[src/rtl/ttc_pkg.sv]
// ----------------------------------------------------------------------------
// ttc_pkg
// Shared widths, register map and helpers for the touch tap classifier.
// ----------------------------------------------------------------------------
package ttc_pkg;

  localparam int TIME_BITS = 12;
  localparam int REG_W     = 12;
  localparam int CMP_W     = (TIME_BITS > REG_W) ? TIME_BITS : REG_W;
  localparam int ADDR_W    = 4;
  localparam int DATA_W    = 32;

  typedef logic [TIME_BITS-1:0] age_t;
  typedef logic [REG_W-1:0]     reg_val_t;
  typedef logic [CMP_W-1:0]     cmp_t;

  typedef enum logic [1:0] {
    REG_MIN_PRESS  = 2'd0,
    REG_MAX_PRESS  = 2'd1,
    REG_DBL_WINDOW = 2'd2,
    REG_MIN_GAP    = 2'd3
  } reg_idx_t;

  localparam reg_val_t RST_MIN_PRESS  = reg_val_t'(20);
  localparam reg_val_t RST_MAX_PRESS  = reg_val_t'(500);
  localparam reg_val_t RST_DBL_WINDOW = reg_val_t'(400);
  localparam reg_val_t RST_MIN_GAP    = reg_val_t'(50);

  localparam age_t AGE_MAX = {TIME_BITS{1'b1}};

  function automatic age_t age_inc(input age_t a);
    age_inc = (a == AGE_MAX) ? AGE_MAX : a + age_t'(1);
  endfunction

  function automatic cmp_t age_ext(input age_t a);
    age_ext = cmp_t'(a);
  endfunction

  function automatic cmp_t reg_ext(input reg_val_t r);
    reg_ext = cmp_t'(r);
  endfunction

endpackage

[src/rtl/touch_tap_classifier.sv]
// ----------------------------------------------------------------------------
// touch_tap_classifier
// Classifies touch-pad level samples into single and double taps.
// ----------------------------------------------------------------------------
// Usage:
//   Input channel: one touch_level sample per beat (in_valid / in_stall).
//   Output channel: one result beat per input beat carrying single_tap and
//   double_tap (out_valid / out_stall).
//   A sample accepted at an edge gives its result on out_* right after that
//   edge. Throughput is one sample per cycle while out_stall is low, set by
//   the single result register behind the tap state update.
//   While a result waits under out_stall, in_stall is raised; a new sample
//   is taken in the same cycle that the waiting result is taken.
//   Thresholds are set through the cfg_ APB port (addresses 0, 4, 8, 12); the
//   user must write them only while the block is idle (not enforced here).
//   Reset (rst_n low, synchronous) restores the default thresholds, clears
//   the pad and pending tap state and empties the result register.
// ----------------------------------------------------------------------------
module touch_tap_classifier
  import ttc_pkg::*;
(
  input  logic              clk,
  input  logic              rst_n,
  input  logic              in_valid,
  output logic              in_stall,
  input  logic              in_touch_level,
  output logic              out_valid,
  input  logic              out_stall,
  output logic              out_single_tap,
  output logic              out_double_tap,
  input  logic              cfg_psel,
  input  logic              cfg_penable,
  input  logic              cfg_pwrite,
  input  logic [ADDR_W-1:0] cfg_paddr,
  input  logic [DATA_W-1:0] cfg_pwdata,
  output logic [DATA_W-1:0] cfg_prdata,
  output logic              cfg_pready
);

  reg_val_t min_press_r, max_press_r, dbl_window_r, min_gap_r;
  logic     pad_pressed_r, pad_pressed_nxt;
  age_t     press_age_r, press_age_nxt;
  logic     tap_pending_r, tap_pending_nxt;
  age_t     tap_age_r, tap_age_nxt;
  logic     out_valid_r, out_valid_nxt;
  logic     single_r, single_nxt;
  logic     double_r, double_nxt;

  logic     in_acc, out_acc, cfg_wr;
  reg_idx_t cfg_idx;
  age_t     press_aged, tap_aged;
  logic     expire, is_tap, gap_ok;

  assign cfg_pready = 1'b1;
  assign cfg_wr     = cfg_psel && cfg_penable && cfg_pwrite;
  assign cfg_idx    = reg_idx_t'(cfg_paddr[3:2]);

  always_comb begin
    case (cfg_idx)
      REG_MIN_PRESS:  cfg_prdata = DATA_W'(min_press_r);
      REG_MAX_PRESS:  cfg_prdata = DATA_W'(max_press_r);
      REG_DBL_WINDOW: cfg_prdata = DATA_W'(dbl_window_r);
      REG_MIN_GAP:    cfg_prdata = DATA_W'(min_gap_r);
      default:        cfg_prdata = '0;
    endcase
  end

  always_ff @(posedge clk) begin
    if (!rst_n) begin
      min_press_r  <= RST_MIN_PRESS;
      max_press_r  <= RST_MAX_PRESS;
      dbl_window_r <= RST_DBL_WINDOW;
      min_gap_r    <= RST_MIN_GAP;
    end else if (cfg_wr) begin
      case (cfg_idx)
        REG_MIN_PRESS:  min_press_r  <= cfg_pwdata[REG_W-1:0];
        REG_MAX_PRESS:  max_press_r  <= cfg_pwdata[REG_W-1:0];
        REG_DBL_WINDOW: dbl_window_r <= cfg_pwdata[REG_W-1:0];
        REG_MIN_GAP:    min_gap_r    <= cfg_pwdata[REG_W-1:0];
        default: ;
      endcase
    end
  end

  assign out_acc  = out_valid_r && !out_stall;
  assign in_stall = out_valid_r && out_stall;
  assign in_acc   = in_valid && !in_stall;

  always_comb begin
    press_aged = pad_pressed_r ? age_inc(press_age_r) : press_age_r;
    tap_aged   = tap_pending_r ? age_inc(tap_age_r) : tap_age_r;
    expire     = tap_pending_r && (age_ext(tap_aged) >= reg_ext(dbl_window_r));
    is_tap     = (age_ext(press_aged) >= reg_ext(min_press_r)) &&
                 (age_ext(press_aged) <= reg_ext(max_press_r));
    gap_ok     = (age_ext(tap_aged) > reg_ext(min_gap_r)) &&
                 (age_ext(tap_aged) < reg_ext(dbl_window_r));

    pad_pressed_nxt = pad_pressed_r;
    press_age_nxt   = press_aged;
    tap_pending_nxt = tap_pending_r && !expire;
    tap_age_nxt     = expire ? '0 : tap_aged;
    single_nxt      = expire;
    double_nxt      = 1'b0;

    if (in_touch_level && !pad_pressed_r) begin
      pad_pressed_nxt = 1'b1;
      press_age_nxt   = '0;
    end else if (!in_touch_level && pad_pressed_r) begin
      pad_pressed_nxt = 1'b0;
      if (is_tap) begin
        if (tap_pending_nxt && gap_ok) begin
          double_nxt      = 1'b1;
          tap_pending_nxt = 1'b0;
        end else begin
          tap_pending_nxt = 1'b1;
        end
        tap_age_nxt = '0;
      end
    end

    out_valid_nxt = in_acc || (out_valid_r && !out_acc);
  end

  always_ff @(posedge clk) begin
    if (!rst_n) begin
      pad_pressed_r <= 1'b0;
      press_age_r   <= '0;
      tap_pending_r <= 1'b0;
      tap_age_r     <= '0;
      out_valid_r   <= 1'b0;
    end else begin
      out_valid_r <= out_valid_nxt;
      if (in_acc) begin
        pad_pressed_r <= pad_pressed_nxt;
        press_age_r   <= press_age_nxt;
        tap_pending_r <= tap_pending_nxt;
        tap_age_r     <= tap_age_nxt;
      end
    end
  end

  always_ff @(posedge clk) begin
    if (in_acc) begin
      single_r <= single_nxt;
      double_r <= double_nxt;
    end
  end

  assign out_valid      = out_valid_r;
  assign out_single_tap = single_r;
  assign out_double_tap = double_r;

  a_one_kind: assert property (@(posedge clk) disable iff (!rst_n)
    out_valid_r |-> !(single_r && double_r))
    else $error("single and double tap in one result");

  a_dbl_clears: assert property (@(posedge clk) disable iff (!rst_n)
    in_acc && double_nxt |=> !tap_pending_r && tap_age_r == '0 && double_r)
    else $error("double tap left a pending tap");

  a_press_start: assert property (@(posedge clk) disable iff (!rst_n)
    in_acc && in_touch_level && !pad_pressed_r |=> pad_pressed_r && press_age_r == '0)
    else $error("press start not recorded");

  a_hold_result: assert property (@(posedge clk) disable iff (!rst_n)
    out_valid_r && out_stall |=> out_valid_r && $stable(single_r) && $stable(double_r))
    else $error("stalled result lost");

endmodule

[config.mk]
export PLATFORM = sky130hd
export DESIGN_NAME = touch_tap_classifier
export DESIGN_NICKNAME = d
export VERILOG_FILES = /design/src/rtl/ttc_pkg.sv /design/src/rtl/touch_tap_classifier.sv
export SDC_FILE = /design/constraint.sdc
export NUM_CORES = 1
export LEC_CHECK = 0
export ABC_AREA = 1
export BUFFER_PORTS_ARGS = -buffer_cell sky130_fd_sc_hd__buf_4
export CORE_ASPECT_RATIO = 0.6
export CORE_MARGIN = 4
export CORE_UTILIZATION = 57
export DETAILED_ROUTE_END_ITERATION = 12
export MAX_ROUTING_LAYER = met4
export PLACE_DENSITY = 0.89
export RECOVER_POWER = 50
export SLEW_MARGIN = 10
export SYNTH_ARGS = -nofsm -noshare
export SYNTH_HDL_FRONTEND = slang
export SYNTH_SLANG_ARGS = --single-unit
[constraint.sdc]
create_clock -name clk -period 3.4 [get_ports clk]
set_input_delay 0.68 -clock clk [delete_from_list [all_inputs] [get_ports clk]]
set_output_delay 0.68 -clock clk [all_outputs]
set_load 0.02 [all_outputs]
==> impl_metrics.json, run 1 <==
{
  "root_buffer": "clkbuf_16",
  "syn_to_final_growth_pct": 11.5,
  "start_util_pct": 58.6,
  "grt_max_degree": 50,
  "irDropWorstVdd_mv": 0.271,
  "netlist_area_mm2": 0.00499,
  "final_area_mm2": 0.00557,
  "required_ps": 3630,
  "p_leak_nw": 2.52,
  "track_usage_pct": 28.8,
  "synth_cell_types": 40,
  "first_global_vias": 4698,
  "yosys-top-cells-area": "dfxtp_1 (30%), ha_1 (13%), a21oi_1 (9.7%)",
  "async_flop_share_pct": 0,
  "portBuffers": 37,
  "die_area_mm2": 0.0104,
  "fillers": 758,
  "gp_congestion": 0.966,
  "arrival_ps": 3440,
  "dp_slack_ps": 93.7,
  "critical_path_class": "reg -> reg",
  "setup_violations": 0,
  "clk_latency_ps": 350,
  "die_w_um": 129,
  "netlist_instances": 702,
  "status": "completed",
  "fin_crit_ps": 3210,
  "dr.pass1.iters": 5,
  "placedInstanceArea_mm2": 0.00528,
  "ys_seq_area_share_pct": 31.3,
  "drc": 0,
  "fin_cells": 851,
  "fin_crit_sh_pct": 94.4,
  "clockBufferDepth": 2,
  "vias": 4986,
  "hold_class": "reg -> reg",
  "setup_slack_ps": 191,
  "yosys-top-cells-count": "nand2_1 (129), a21oi_1 (97), inv_1 (89), dfxtp_1 (75), o21ai_0 (64)",
  "final_max_slew_viol_count": 0,
  "ys_ff_latch": 77,
  "ant_nets": 0,
  "relSlewSlack_pct": 51.9,
  "rows": 26,
  "clock-sinks": 77,
  "antenna_found_initial": 0,
  "grt-ovfl-total": 0,
  "numCtsBuffers": 9,
  "finalHoldViolCount": 0,
  "first_iter_violations": 549,
  "ios": 81,
  "design.core.area_mm2": 0.00852,
  "ctsHoldBuffers": 0,
  "multi_input_area_mm2": 0.00292,
  "synth-edff-count": 2,
  "tritoncts": "built",
  "antenna_cells": 0,
  "path_max_fanout": 4,
  "post-dp-hpwl_um": 10800,
  "cap_violations": 0,
  "startpoint_type": "flip-flop",
  "yosysTopAreaCell": "dfxtp_1",
  "post-place-cells": 834,
  "wl_per_cell_um": 16.6,
  "post-synth-top-count-cell": "nand2_1",
  "cp-end-kind": "flip-flop",
  "clkTransAtPathRegs_ps": 60,
  "fmax_ghz": 0.312,
  "drive_gt1_share_pct": 12.2,
  "power_density_mw_per_mm2": 374,
  "htreeDepth": 3,
  "worst_pin_slew_ps": 721,
  "yosysWarnings": 0,
  "vias_per_cell": 5.86,
  "area.sequential_mm2": 0.00156,
  "synth_flop_cell": "dfxtp_1",
  "fp.dieH_um": 80.5,
  "fin_skew_ps": 8.61,
  "yosysTopAreaCellShare_pct": 30.1,
  "grt_pass1_wl_um": 22600,
  "power_mw": 2.08,
  "wl_um": 14100,
  "synth_area_per_cell_um2": 7.12,
  "nets": 828
}
-- power breakdown --
group | switching (mW) | leakage, nW | internal [mW]
Clock | 0.385 | 0.138 | 0.531
Combinational | 0.165 | 1.75 | 0.0683
Sequential | 0.0100 | 0.628 | 0.922
Total | 0.560 | 2.52 | 1.52
-- stage by stage --
stage / hold slack, ps / TNS (ps) / utilization [%]
floorplan: 447 / 0 / -
global placement: 464 / 0 / 62.0
detailed placement: 469 / 0 / 62.0
CTS: 478 / 0 / 65.2
global route: 501 / -121 / 65.4
finish: 478 / 0 / 65.4
-- sequential cells by signal (all words and copies together), names as in the netlist --
name            cells
tap_pending_r       1
min_press_r        12
tap_age_r          12
out_single_tap      1
out_double_tap      1
pad_pressed_r       1
dbl_window_r       12
max_press_r        12
press_age_r        12
out_valid           1
min_gap_r          12
-- cells in the final DEF, fill, tap and decap left out, drive strengths merged, types with 14 or more instances in the layout --
master and instances:
inv 93, nor2 42, o211ai 14, dfxtp 75
o21ai 68, nand2 137, conb 21, nand3 22
buf 35, ha 50, a21oi 97, nand4 22
clkbuf 23
-- timing repair --
item / 4_1_cts / 5_1_grt
endpoints found under the setup margin: 0 / 14
gates resized for setup: 0 / 12
setup buffers: 0 / 1
-- layout make-up --
cell class	instances	share of cell area [%]
multi-input combinational	504	52.4
timing repair buffer	46	5.53
clock buffer	12	4.60
inverter	96	6.47
sequential	77	28.1
tap	112	2.52
clock inverter	4	0.404
-- worst paths after layout --
| kind | to | depth (start not counted) | slack, ps | startpoint |
|---|---|---|---|---|
| worst max register to register | tap_pending_r | 20 | 190 | tap_age_r[0] |
| worst min register to register | max_press_r[3] | 2 | 480 | max_press_r[3] |
| worst max-delay path | tap_pending_r | 20 | 190 | tap_age_r[0] |
| worst min-delay path | max_press_r[3] | 2 | 480 | max_press_r[3] |
-- critical path: stages, from the launching register on --
cell and delay, ps:
dfxtp_2 350, ha_1 180, nand2_1 70, nor2_2 160, nand2_1 130, inv_2 90
nand2_1 140, nor3_2 260, a21boi_0 140, o21ai_1 180, ha_1 210, nand4_1 160
or2_2 360, nor2_1 110, nor3_1 70, nand2_1 80, nand2_1 50, nor2_1 80
nand3_1 100, nand3_1 80, a21oi_1 60
-- per-layer routing --
metal  part of all wire [%]  wire, um  global-route usage (%)
met4                    2.1       291                    9.85
met2                     43      6030                    42.6
met1                     44      6240                    37.5
met3                     11      1560                    8.70
met5                      0         0                       -
-- cell families after synthesis --
family / synth area share, %
flops: 31.3
xor+xnor: 1.05
buf+inv: 12.5
fa+ha+maj: 12.5
simple gates: 21.9
other cells: 0.150
compound gates: 20.6
(Power assumes the default switching activity.)
==> run 2: changes to the inputs <==
Settings changed: GPL_TIMING_DRIVEN set to 0.
Clock period 3.4 ns to 3.12 ns, I/O delays scaled along.
==> impl_metrics.json, run 2 (synthesis gave the netlist of run 1 again) <==
{
  "syn_to_final_growth_pct": 24.2,
  "cp_cell_sequence": "buf_6 > nand2_4 > nor2_4 > nand2_2 > nor2_4 > nand3_2 > nor2_4 > nand2_2 > o21ai_2 > nand3_2 > buf_6 > ha_4 > nand2_4 > inv_2 > nand3_2 > nor3_4 > nand2_2 > nand2_2 > nand2_4 > clkbuf_16 > nand4_1 > a21oi_1",
  "placedInstanceArea_mm2": 0.00548,
  "wl_um": 16700,
  "globalRouteMet1Util_pct": 43.1,
  "fin_crit_sh_pct": 102,
  "clk_latency_ps": 340,
  "fillers": 609,
  "startpoint_type": "flip-flop",
  "fin_cells": 901,
  "clockBufferDepth": 2,
  "design.core.area_mm2": 0.00852,
  "finalHoldViolCount": 0,
  "clkTransAtPathRegs_ps": 60,
  "first_iter_violations": 809,
  "track_usage_pct": 31.5,
  "final_area_mm2": 0.00620,
  "drc": 0,
  "required_ps": 3320,
  "die_w_um": 129,
  "setup_violations": 11,
  "critical_path_class": "reg -> reg",
  "top_usage_layer": "met2",
  "layout_commonest_cell": "nand2_1",
  "met3_usage_pct": 9.17,
  "htreeDepth": 3,
  "fin_crit_ps": 3170,
  "post-place-cells": 870,
  "post-dp-hpwl_um": 12100,
  "antenna_cells": 0,
  "grt-ovfl-total": 0,
  "die_area_mm2": 0.0104,
  "portBuffers": 37,
  "fp.dieH_um": 80.5,
  "power_density_mw_per_mm2": 406,
  "numCtsBuffers": 9,
  "nets": 878,
  "gp_congestion": 1.03,
  "tritoncts": "built",
  "p_leak_nw": 2.92,
  "cp_top_family": "simple AND/OR/NAND/NOR gates",
  "irDropWorstVdd_mv": 0.419,
  "vias_per_cell": 6.08,
  "most-common-layout-cells": "nand2_1 (120), a21oi_1 (95), inv_1 (88)",
  "grt_pass1_wl_um": 24700,
  "antenna_found_initial": 0,
  "clock-sinks": 77,
  "vias": 5478,
  "ant_nets": 0,
  "cpPeakStageDelay_ps": 320,
  "fin_util_pct": 72.8,
  "grt_use_met2_pct": 45.9,
  "ios": 81,
  "path_max_fanout": 7,
  "power_mw": 2.52,
  "status": "complete, but fails checks",
  "critical-path-slowest-cell": "dfxtp_2",
  "drive_gt1_share_pct": 20.4,
  "setup_slack_ps": -50.3,
  "rsz0062_at_grt": "yes",
  "wl_per_cell_um": 18.5,
  "rows": 26,
  "final_max_slew_viol_count": 0,
  "worst_pin_slew_ps": 773,
  "fmax_ghz": 0.315,
  "relSlewSlack_pct": 47.9,
  "fin_skew_ps": 7.27,
  "grt_max_degree": 13,
  "worstPathBufferInverterCount": 4,
  "violations": "setup timing",
  "ctsHoldBuffers": 0,
  "first_global_vias": 4908,
  "start_util_pct": 58.6,
  "cap_violations": 0,
  "dp_slack_ps": -356,
  "crit_top_cell": "nand2_2",
  "root_buffer": "clkbuf_16",
  "hold_class": "reg -> reg",
  "cp-end-kind": "flip-flop",
  "arrival_ps": 3370,
  "dr.pass1.iters": 6
}
==> run 2: cell types whose count changed in the layout (fill, tap and decap cells not counted), sizes merged <==
cell      before  now
bufinv         0    2
clkbuf        23   32
buf           35   77
clkinv         6    4
clkinvlp       1    0
==> run 2: cell type report <==
class | instances | area, um^2 | share of cell area [%]
Tap cell | 112 | 140 | 2.26
Timing Repair Buffer | 52 | 412 | 6.63
Sequential cell | 77 | 1570 | 25.3
Buffer | 44 | 269 | 4.34
Multi-Input combinational cell | 504 | 3110 | 50.1
Clock inverter | 3 | 65.1 | 1.05
Clock buffer | 13 | 280 | 4.52
Inverter | 96 | 360 | 5.81
==> run 2: report_power, final <==
group / total [mW] / internal (mW) / switching (mW) / leakage [nW]
Sequential: 1.02 / 1.00 / 0.0108 / 0.631
Clock: 1.21 / 0.787 / 0.427 / 0.172
Combinational: 0.290 / 0.0986 / 0.192 / 2.11
==> run 2: tightest hold or removal path: cells and delay by family (launching register included) <==
kind	cells	cell delay, ps
AO/OA/AOI/OAI	1	60
flip-flops	1	310
buffers and inverters	1	70
==> run 2: stage by stage <==
stage               setup TNS (ps)  hold slack (ps)
global placement             -1210              469
detailed placement           -3920              476
global route                 -2240              513
CTS                              0              480
finish                        -322              484
floorplan                        0              447
==> run 2: final timing paths <==
| check | cells after the start | to | slack, ps | startpoint |
|---|---|---|---|---|
| hold reg to reg | 2 | max_press_r[10] | 480 | max_press_r[10] |
| setup reg to reg | 22 | tap_age_r[8] | -50 | tap_pending_r |
| setup / recovery | 22 | tap_age_r[8] | -50 | tap_pending_r |
| hold / removal | 2 | max_press_r[10] | 480 | max_press_r[10] |
==> run 2: metal layers <==
layer | wire length (um) | up-vias
li1 | - | 2488
met1 | 6730 | 2491
met2 | 7210 | 441
met3 | 2430 | 58
met4 | 346 | 0
met5 | 0 | -
==> run 2: what timing repair did <==
| action | CTS | global route |
|---|---|---|
| setup buffers | 3 | 11 |
| endpoints found under the setup margin | 14 | 15 |
| pin swaps | 3 | 20 |
| gates cloned | 0 | 1 |
| resized for setup | 21 | 47 |
==> run 3: changes to the inputs <==
Settings changed: ABC_AREA 1 to unset, CORE_UTILIZATION 57 to 58, PLACE_DENSITY 0.89 to 0.9.
==> impl_metrics.json, run 3 <==
{
  "status": "complete, but fails checks",
  "violations": "setup timing",
  "cap_violations": 0,
  "relSlewSlack_pct": 51.1,
  "p_leak_nw": 2.83,
  "setup_violations": 1,
  "hold_class": "reg -> reg",
  "rows": 26,
  "finalHoldViolCount": 0,
  "p_sw_uw": 630,
  "synth_area_per_cell_um2": 8.17,
  "area.sequential_mm2": 0.00160,
  "required_ps": 3380,
  "p_sw_share_pct": 26.2,
  "first_global_vias": 4663,
  "startpoint_type": "flip-flop",
  "fp.dieH_um": 81.1,
  "post-dp-hpwl_um": 11700,
  "yosys-top-cells-area": "dfxtp_1 (29%), ha_1 (12%), nand2_1 (8.9%)",
  "start_util_pct": 60.1,
  "ios": 81,
  "gp_congestion": 1.03,
  "async_flop_share_pct": 0,
  "placedInstanceArea_mm2": 0.00563,
  "yosysTopAreaCell": "dfxtp_1",
  "first_iter_violations": 798,
  "cp_top_family": "simple AND/OR/NAND/NOR gates",
  "antenna_found_initial": 0,
  "root_buffer": "clkbuf_16",
  "hold_ws_ps": 487,
  "ys_seq_area_share_pct": 30.3,
  "fmax_ghz": 0.314,
  "synth_cell_types": 56,
  "ant_nets": 0,
  "cp_cell_sequence": "buf_4 > nand4_1 > buf_4 > nor2_1 > xnor2_1 > nand2_1 > ha_1 > nand4_1 > or2_4 > a32oi_2 > o211ai_1 > buf_4 > buf_6 > or3_4 > o211ai_1",
  "synth_flop_cell": "dfxtp_1",
  "worstPathBufferInverterCount": 4,
  "yosysWarnings": 0,
  "drive_gt1_share_pct": 26.9,
  "clockBufferDepth": 2,
  "combPwrFrac_pct": 10.6,
  "numCtsBuffers": 9,
  "fin_skew_ps": 9.63,
  "ys_ff_latch": 77,
  "final_area_mm2": 0.00655,
  "yosys-top-cells-count": "nand2_1 (123), dfxtp_1 (75), inv_1 (54), ha_1 (50), a21boi_0 (36)",
  "netlist_area_mm2": 0.00516,
  "vias_per_cell": 6.11,
  "irDropWorstVdd_mv": 0.289,
  "grt_max_degree": 16,
  "arrival_ps": 3450,
  "clkTransAtPathRegs_ps": 70,
  "portBuffers": 34,
  "grt-ovfl-total": 0,
  "multi_input_area_mm2": 0.00345,
  "netlist_instances": 632,
  "antenna_cells": 0,
  "syn_to_final_growth_pct": 27.0,
  "path_max_fanout": 5,
  "seqPwrFrac_pct": 41.8,
  "intPower_mw": 1.77,
  "fin_crit_sh_pct": 102,
  "fin_util_pct": 76.3,
  "crit_top_cell": "buf_4",
  "rsz0062_at_grt": "yes",
  "critical_path_class": "reg -> reg",
  "drc": 0,
  "final_max_slew_viol_count": 0,
  "die_w_um": 130,
  "most-common-layout-cells": "nand2_1 (114), buf_4 (86), dfxtp_1 (57)",
  "track_usage_pct": 32.0,
  "tritoncts": "built",
  "wl_per_cell_um": 19.7,
  "design.core.area_mm2": 0.00859,
  "post-synth-top-count-cell": "nand2_1",
  "cpPeakStageDelay_ps": 380,
  "fin_crit_ps": 3180,
  "layout_commonest_cell": "nand2_1",
  "critical-path-slowest-cell": "dfxtp_4",
  "htreeDepth": 3,
  "yosysTopAreaCellShare_pct": 29.1,
  "clk_latency_ps": 350,
  "vias": 5191,
  "clock-sinks": 77,
  "die_area_mm2": 0.0105,
  "dr.pass1.iters": 6,
  "grt_pass1_wl_um": 25000,
  "fillers": 627,
  "power_density_mw_per_mm2": 366,
  "synth-edff-count": 2,
  "nets": 826,
  "setup_slack_ps": -64.3,
  "power.clock.fraction_pct": 47.6,
  "cp-end-kind": "flip-flop",
  "wl_um": 16700,
  "ctsHoldBuffers": 0,
  "worst_pin_slew_ps": 734
}
==> run 3: cell families after synthesis <==
family | share of synthesized area [%]
other | 0.146
multiplexers | 6.04
AND/OR/NAND/NOR | 19.9
flip-flops | 30.3
XOR/XNOR | 2.04
AO/OA/AOI/OAI | 20.1
adder cells (fa/ha/maj) | 12.1
buffers and inverters | 9.41
==> run 3: tightest hold or removal path, cell delays in order, from the launching register on <==
cell	delay [ps]
dfxtp_1	320
nand2_1	50
a21boi_0	70
==> run 3: final cells by class <==
| type | count | area share [%] |
|---|---|---|
| buffer | 51 | 4.58 |
| tap | 112 | 2.14 |
| multi-input combinational | 468 | 52.7 |
| sequential | 77 | 24.5 |
| inverter | 54 | 3.09 |
| timing repair buffer | 71 | 8.08 |
| clock inverter | 6 | 1.11 |
| clock buffer | 10 | 3.82 |
==> run 3: what timing repair did <==
item,CTS,global route
buffers inserted,16,20
setup endpoints to repair,15,14
gates cloned,1,0
pin swaps,16,33
endpoints found under the hold margin,0,0
resized for setup,52,54
==> run 3: final timing paths <==
kind                endpoint  cells past startpoint             from  slack (ps)
min reg2reg  min_press_r[10]                      2  min_press_r[10]         490
max reg2reg    tap_pending_r                     15   press_age_r[0]         -60
max            tap_pending_r                     15   press_age_r[0]         -60
min          min_press_r[10]                      2  min_press_r[10]         490
==> run 3: power by group through the flow <==
stage	sequential, mW	combinational [mW]	clock, mW
3_3_place_gp	1.03	0.231	0
4_1_cts	1.01	0.243	1.14
5_1_grt	1.00	0.271	1.20
6_report	1.00	0.255	1.14
3_5_place_dp	1.03	0.237	0
2_1_floorplan	1.03	0.155	0
==> run 3: routing by layer <==
metal / share of wire, % / up-vias / track usage (%)
li1: - / 2385 / -
met1: 40 / 2413 / 42.5
met2: 44 / 338 / 46.5
met3: 14 / 55 / 11.5
met4: 3.1 / 0 / 8.30
met5: 0 / - / -
==> run 3: metrics by stage <==
stage	std cells	setup TNS [ps]	worst slack (ps)	total power, mW
final	849	-64.3	-64.3	2.40
after global routing	849	-1320	-163	2.47
after CTS	829	0	0.278	2.39
after detailed placement	797	-6740	-549	1.27
after global placement	797	-5710	-479	1.26
after floorplan	651	0	41.8	1.18
